`config.mk`:
```
export PLATFORM = sky130hd
export DESIGN_NAME = mhsig_cell
export DESIGN_NICKNAME = d
export VERILOG_FILES = /design/src/hdl/minhash_signature_top_assert.svh /design/src/hdl/mhsig_pkg.sv /design/src/hdl/mhsig_cell.sv
export SDC_FILE = /design/constraint.sdc
export NUM_CORES = 1
export LEC_CHECK = 0
export BUFFER_PORTS_ARGS = -buffer_cell sky130_fd_sc_hd__buf_2
export CORE_MARGIN = 8
export CORE_UTILIZATION = 45
export DETAILED_ROUTE_END_ITERATION = 10
export PLACE_DENSITY = 0.85
export SYNTH_ARGS = -nofsm -noshare
export SYNTH_HDL_FRONTEND = slang
export SYNTH_SLANG_ARGS = --single-unit
```
`constraint.sdc`:
```
create_clock -name clk_i -period 0.9 [get_ports clk_i]
set_input_delay 0.09 -clock clk_i [delete_from_list [all_inputs] [get_ports clk_i]]
set_output_delay 0.09 -clock clk_i [all_outputs]
set_load 0.05 [all_outputs]
```
`src/hdl/minhash_signature_top_assert.svh`:
```
// assertion macros for the minhash signature block
// expects clk_i and rst_ni in the scope of each use
`ifndef MINHASH_SIGNATURE_TOP_ASSERT_SVH
`define MINHASH_SIGNATURE_TOP_ASSERT_SVH

// same-cycle implication, checked out of reset
`define MHSIG_ASSERT_NOW(lbl, ante, cons, msg) \
  lbl: assert property (@(posedge clk_i) disable iff (!rst_ni) (ante) |-> (cons)) \
    else $error(msg);

// next-cycle implication, checked out of reset
`define MHSIG_ASSERT_NEXT(lbl, ante, cons, msg) \
  lbl: assert property (@(posedge clk_i) disable iff (!rst_ni) (ante) |=> (cons)) \
    else $error(msg);

`endif

```
`src/hdl/mhsig_pkg.sv`:
```
// shared constants and types for the minhash signature block
// no dependencies
package mhsig_pkg;

  // widths of the data path
  localparam int unsigned SHINGLE_W = 64;
  localparam int unsigned WORD_W    = 32;
  localparam int unsigned COUNT_W   = 7;
  localparam int unsigned SLOT_W    = 6;

  // splitmix64 finalizer constants
  localparam logic [63:0] MIX_ADD = 64'h9E37_79B9_7F4A_7C15;
  localparam logic [63:0] MIX_M1  = 64'hBF58_476D_1CE4_E5B9;
  localparam logic [63:0] MIX_M2  = 64'h94D0_49BB_1331_11EB;
  localparam int unsigned MIX_SH1 = 30;
  localparam int unsigned MIX_SH2 = 27;
  localparam int unsigned MIX_SH3 = 31;

  // register stages in one mixer, and in the two mixers in series
  localparam int unsigned MIX_LAT = 5;
  localparam int unsigned TAG_LAT = 2 * MIX_LAT;

  // configuration register indexes
  localparam logic REG_HASH_SEED  = 1'b0;
  localparam logic REG_HASH_COUNT = 1'b1;

  // control handed to each cell of the minimum ring
  typedef struct packed {
    logic shift;  // take the neighbor's word
    logic upd;    // fold the candidate into the word taken
    logic clear;  // return to all ones
  } cell_ctl_t;

endpackage

```
`src/hdl/mhsig_cell.sv`:
```
// one cell of the slot minimum ring
// depends on mhsig_pkg for the cell control struct
module mhsig_cell import mhsig_pkg::*; (
  input  logic              clk_i,
  input  logic              rst_ni,
  input  cell_ctl_t         ctl_i,
  input  logic [WORD_W-1:0] nbr_i,
  input  logic [WORD_W-1:0] cand_i,
  output logic [WORD_W-1:0] q_o
);

  logic [WORD_W-1:0] min_q, min_d;

  // on shift take the neighbor's word, or the candidate when updating and it is smaller; clear returns to all ones
  always_comb begin
    min_d = min_q;
    if (ctl_i.clear) begin
      min_d = '1;
    end else if (ctl_i.shift) begin
      if (ctl_i.upd && (cand_i < nbr_i)) begin
        min_d = cand_i;
      end else begin
        min_d = nbr_i;
      end
    end
  end

  always_ff @(posedge clk_i or negedge rst_ni) begin
    if (!rst_ni) begin
      min_q <= '1;
    end else begin
      min_q <= min_d;
    end
  end

  assign q_o = min_q;

endmodule

```
==> results.txt <==
Mapped Cells = 290
Avg WL per Cell = 19.73 um
Die height = 88.61 um
VDD IR max = 887.6 uV
Clock sink count = 32
Minimum clock period = 1.965 ns
Largest net degree at the start of global routing = 33
Ports = 101
Min-delay worst type = in -> reg
Max-slew headroom = 0.7860
Initial antenna violation count = 0
Skew-Pair Late Insertion Delay = 0.29 ns
Worst-path clk slew = 0.07 ns
Clock skew = 0 ns
DRT iter0 DRCs = 165
# setup viols final = 64
Count leader, synth = a21oi_1
CTS max path bufs = 2
Placed insts = 462
CTS tree = yes
Final Power = 5.003 mW
Die Wd = 88.61 um
Total congestion overflow = 0
PwrDens = 1256 nW/um^2
CTS H-tree depth = 2
Req. time, crit path = 1.12 ns
Syn nets = 390
F_max = 0.5090 GHz
Vias = 2834
Diode count = 0
RSZ-0062 raised after global routing = yes
Failing checks = setup timing
Die Footprint = 7851 um^2
Startpoint Class = input pin
Starting Density = 0.4645
Warnings from Yosys = 0
Top FF cell, synth = dfstp_2
Fin worst setup slack = -1.065 ns
Final hold vios = 0
Final Non-Filler Cells = 474
Vias in the first global route = 2936
Synth top area share = 0.3544
Nets = 503
Core area = 5107 um^2
Leakage = 1.765 nW
Crit Path Category = in -> reg
Final wirelength = 9350 um
Most frequent cells after synthesis = a21oi_1, nor2_1, o21ai_0, a31oi_1, dfstp_2
Clk root buf = clkbuf_8
Gpl congestion = 0.8897
Slew @ Worst Pin = 0.3177 ns
First-pass GRT wire length = 13280 um
Number of remaining DRC errors = 0
Critical path arrival = 2.18 ns
Final Max Slew Viols = 0
Site Rows = 26
Tcrit/Tclk final = 2.183
Register area share after synthesis = 0.3544
Netlist cell types = 29
Total CTS buffers = 5
Max Cap Violations = 0
Largest area contributor in the netlist = dfstp_2
Layout fillers = 329
Synth area leaders = dfstp_2, ha_1, a21oi_1
Layout Utilization = 0.7800
Syn_area_per_cell = 8.180 um^2
HPWL Detailed = 5788 um
Vias/cell = 5.979
Layout cells sized above 1 = 0.5272
Worst-path fanout max = 6
Global Route Usage Sum = 0.2137
Post-Synthesis Cell Area = 2372 um^2
Post-synth EDFFs = 0
Drt first pass iters = 5
Max reg flops = 32
Post-synth ARST share = 1.000
Antenna-violating nets left = 0
Setup crit end kind = flop
Status = complete, but fails checks
Yosys reg bits = 32
Port Buf Inserts = 100
Area grow syn2layout = 67.93%
==> power breakdown <==
part,internal [mW],switching [mW],leakage (nW)
Sequential,1.64,0.113,0.337
Clock,0.624,0.545,0.0455
Combinational,0.915,1.16,1.38
==> worst max-delay path, stage by stage <==
cell     delay (ns)
buf_2          0.09
inv_1          0.05
ha_1           0.32
a21oi_1        0.20
o21ai_0        0.18
a21oi_2        0.25
o41ai_4        0.13
a21bo_4        0.24
buf_8          0.13
o21a_1         0.16
o32a_1         0.33
==> cell usage in the layout (no fill, tap or decap), types with 4 or more instances in the layout <==
cell type | Yosys | routed
inv_2 | 0 | 5
buf_8 | 0 | 35
nor2_1 | 34 | 33
nand2_1 | 8 | 6
a31oi_4 | 0 | 6
o21ai_0 | 34 | 31
ha_1 | 31 | 16
a31oi_1 | 32 | 23
inv_4 | 0 | 5
buf_4 | 0 | 19
clkbuf_8 | 0 | 6
a21oi_1 | 42 | 38
buf_2 | 9 | 56
a21oi_2 | 0 | 4
inv_1 | 31 | 19
buf_6 | 0 | 11
nand4_1 | 4 | 4
ha_4 | 0 | 14
dfstp_2 | 32 | 32
==> layout make-up <==
cell class,count,area [um^2],share of cell area
Clock buffer,8,90.09,0.02261
Tap cell,70,87.58,0.02198
Sequential cell,32,840.8,0.2111
Timing Repair Buffer,125,1142,0.2867
Multi-Input combinational cell,208,1679,0.4215
Inverter,31,143.9,0.03612
==> layer usage <==
metal | GRT usage | routed length [um] | vias up
li1 | - | - | 1265
met1 | 0.2223 | 3406 | 1345
met2 | 0.3842 | 4526 | 172
met3 | 0.06592 | 916 | 52
met4 | 0.09524 | 500 | 0
met5 | 0 | 0 | -
==> worst paths after layout <==
check,to,slack (ns),cells after the start,from
min in group asynchronous,q_o[31]$_DFFE_PN1P_,0.51,3,rst_ni
hold / removal,q_o[27]$_DFFE_PN1P_,0.03,3,nbr_i[27]
setup reg to reg,q_o[21]$_DFFE_PN1P_,0.01,3,q_o[21]$_DFFE_PN1P_
setup / recovery,q_o[0]$_DFFE_PN1P_,-1.06,11,nbr_i[11]
max in group asynchronous,q_o[5]$_DFFE_PN1P_,0.36,3,rst_ni
hold reg to reg,q_o[5]$_DFFE_PN1P_,0.52,2,q_o[5]$_DFFE_PN1P_
==> stage by stage <==
step,setup slack (ns),TNS (ns),instance area (um^2),hold slack [ns]
after floorplan,-0.8295,-24.71,2510,-0.05784
after global placement,-1.209,-36.23,3214,0.2703
after detailed placement,-1.230,-37.44,3214,0.2837
after CTS,-0.8782,-32.36,3682,0.02110
after global routing,-1.215,-40.35,3984,0.04064
final,-1.065,-35.78,3984,0.02679
==> timing repair <==
action | in CTS | in global routing
gates resized for setup | 107 | 52
setup endpoints to repair | 64 | 64
gates cloned | 0 | 0
hold endpoints to repair | 32 | 0
hold buffers | 1 | 0
buffers inserted | 2 | 2
pin swaps | 10 | 22
==> logic make-up (layout without fill, tap and decap cells) <==
| kind of cell | Yosys count | after routing | share of synthesized area |
|---|---|---|---|
| flip-flops | 32 | 32 | 0.3544 |
| AND/OR/NAND/NOR | 58 | 58 | 0.1102 |
| buffers and inverters | 50 | 164 | 0.08386 |
| AO/OA/AOI/OAI | 119 | 119 | 0.2880 |
| adder cells (fa/ha/maj) | 31 | 31 | 0.1635 |
Note: power is estimated with default switching activity, not from simulation.
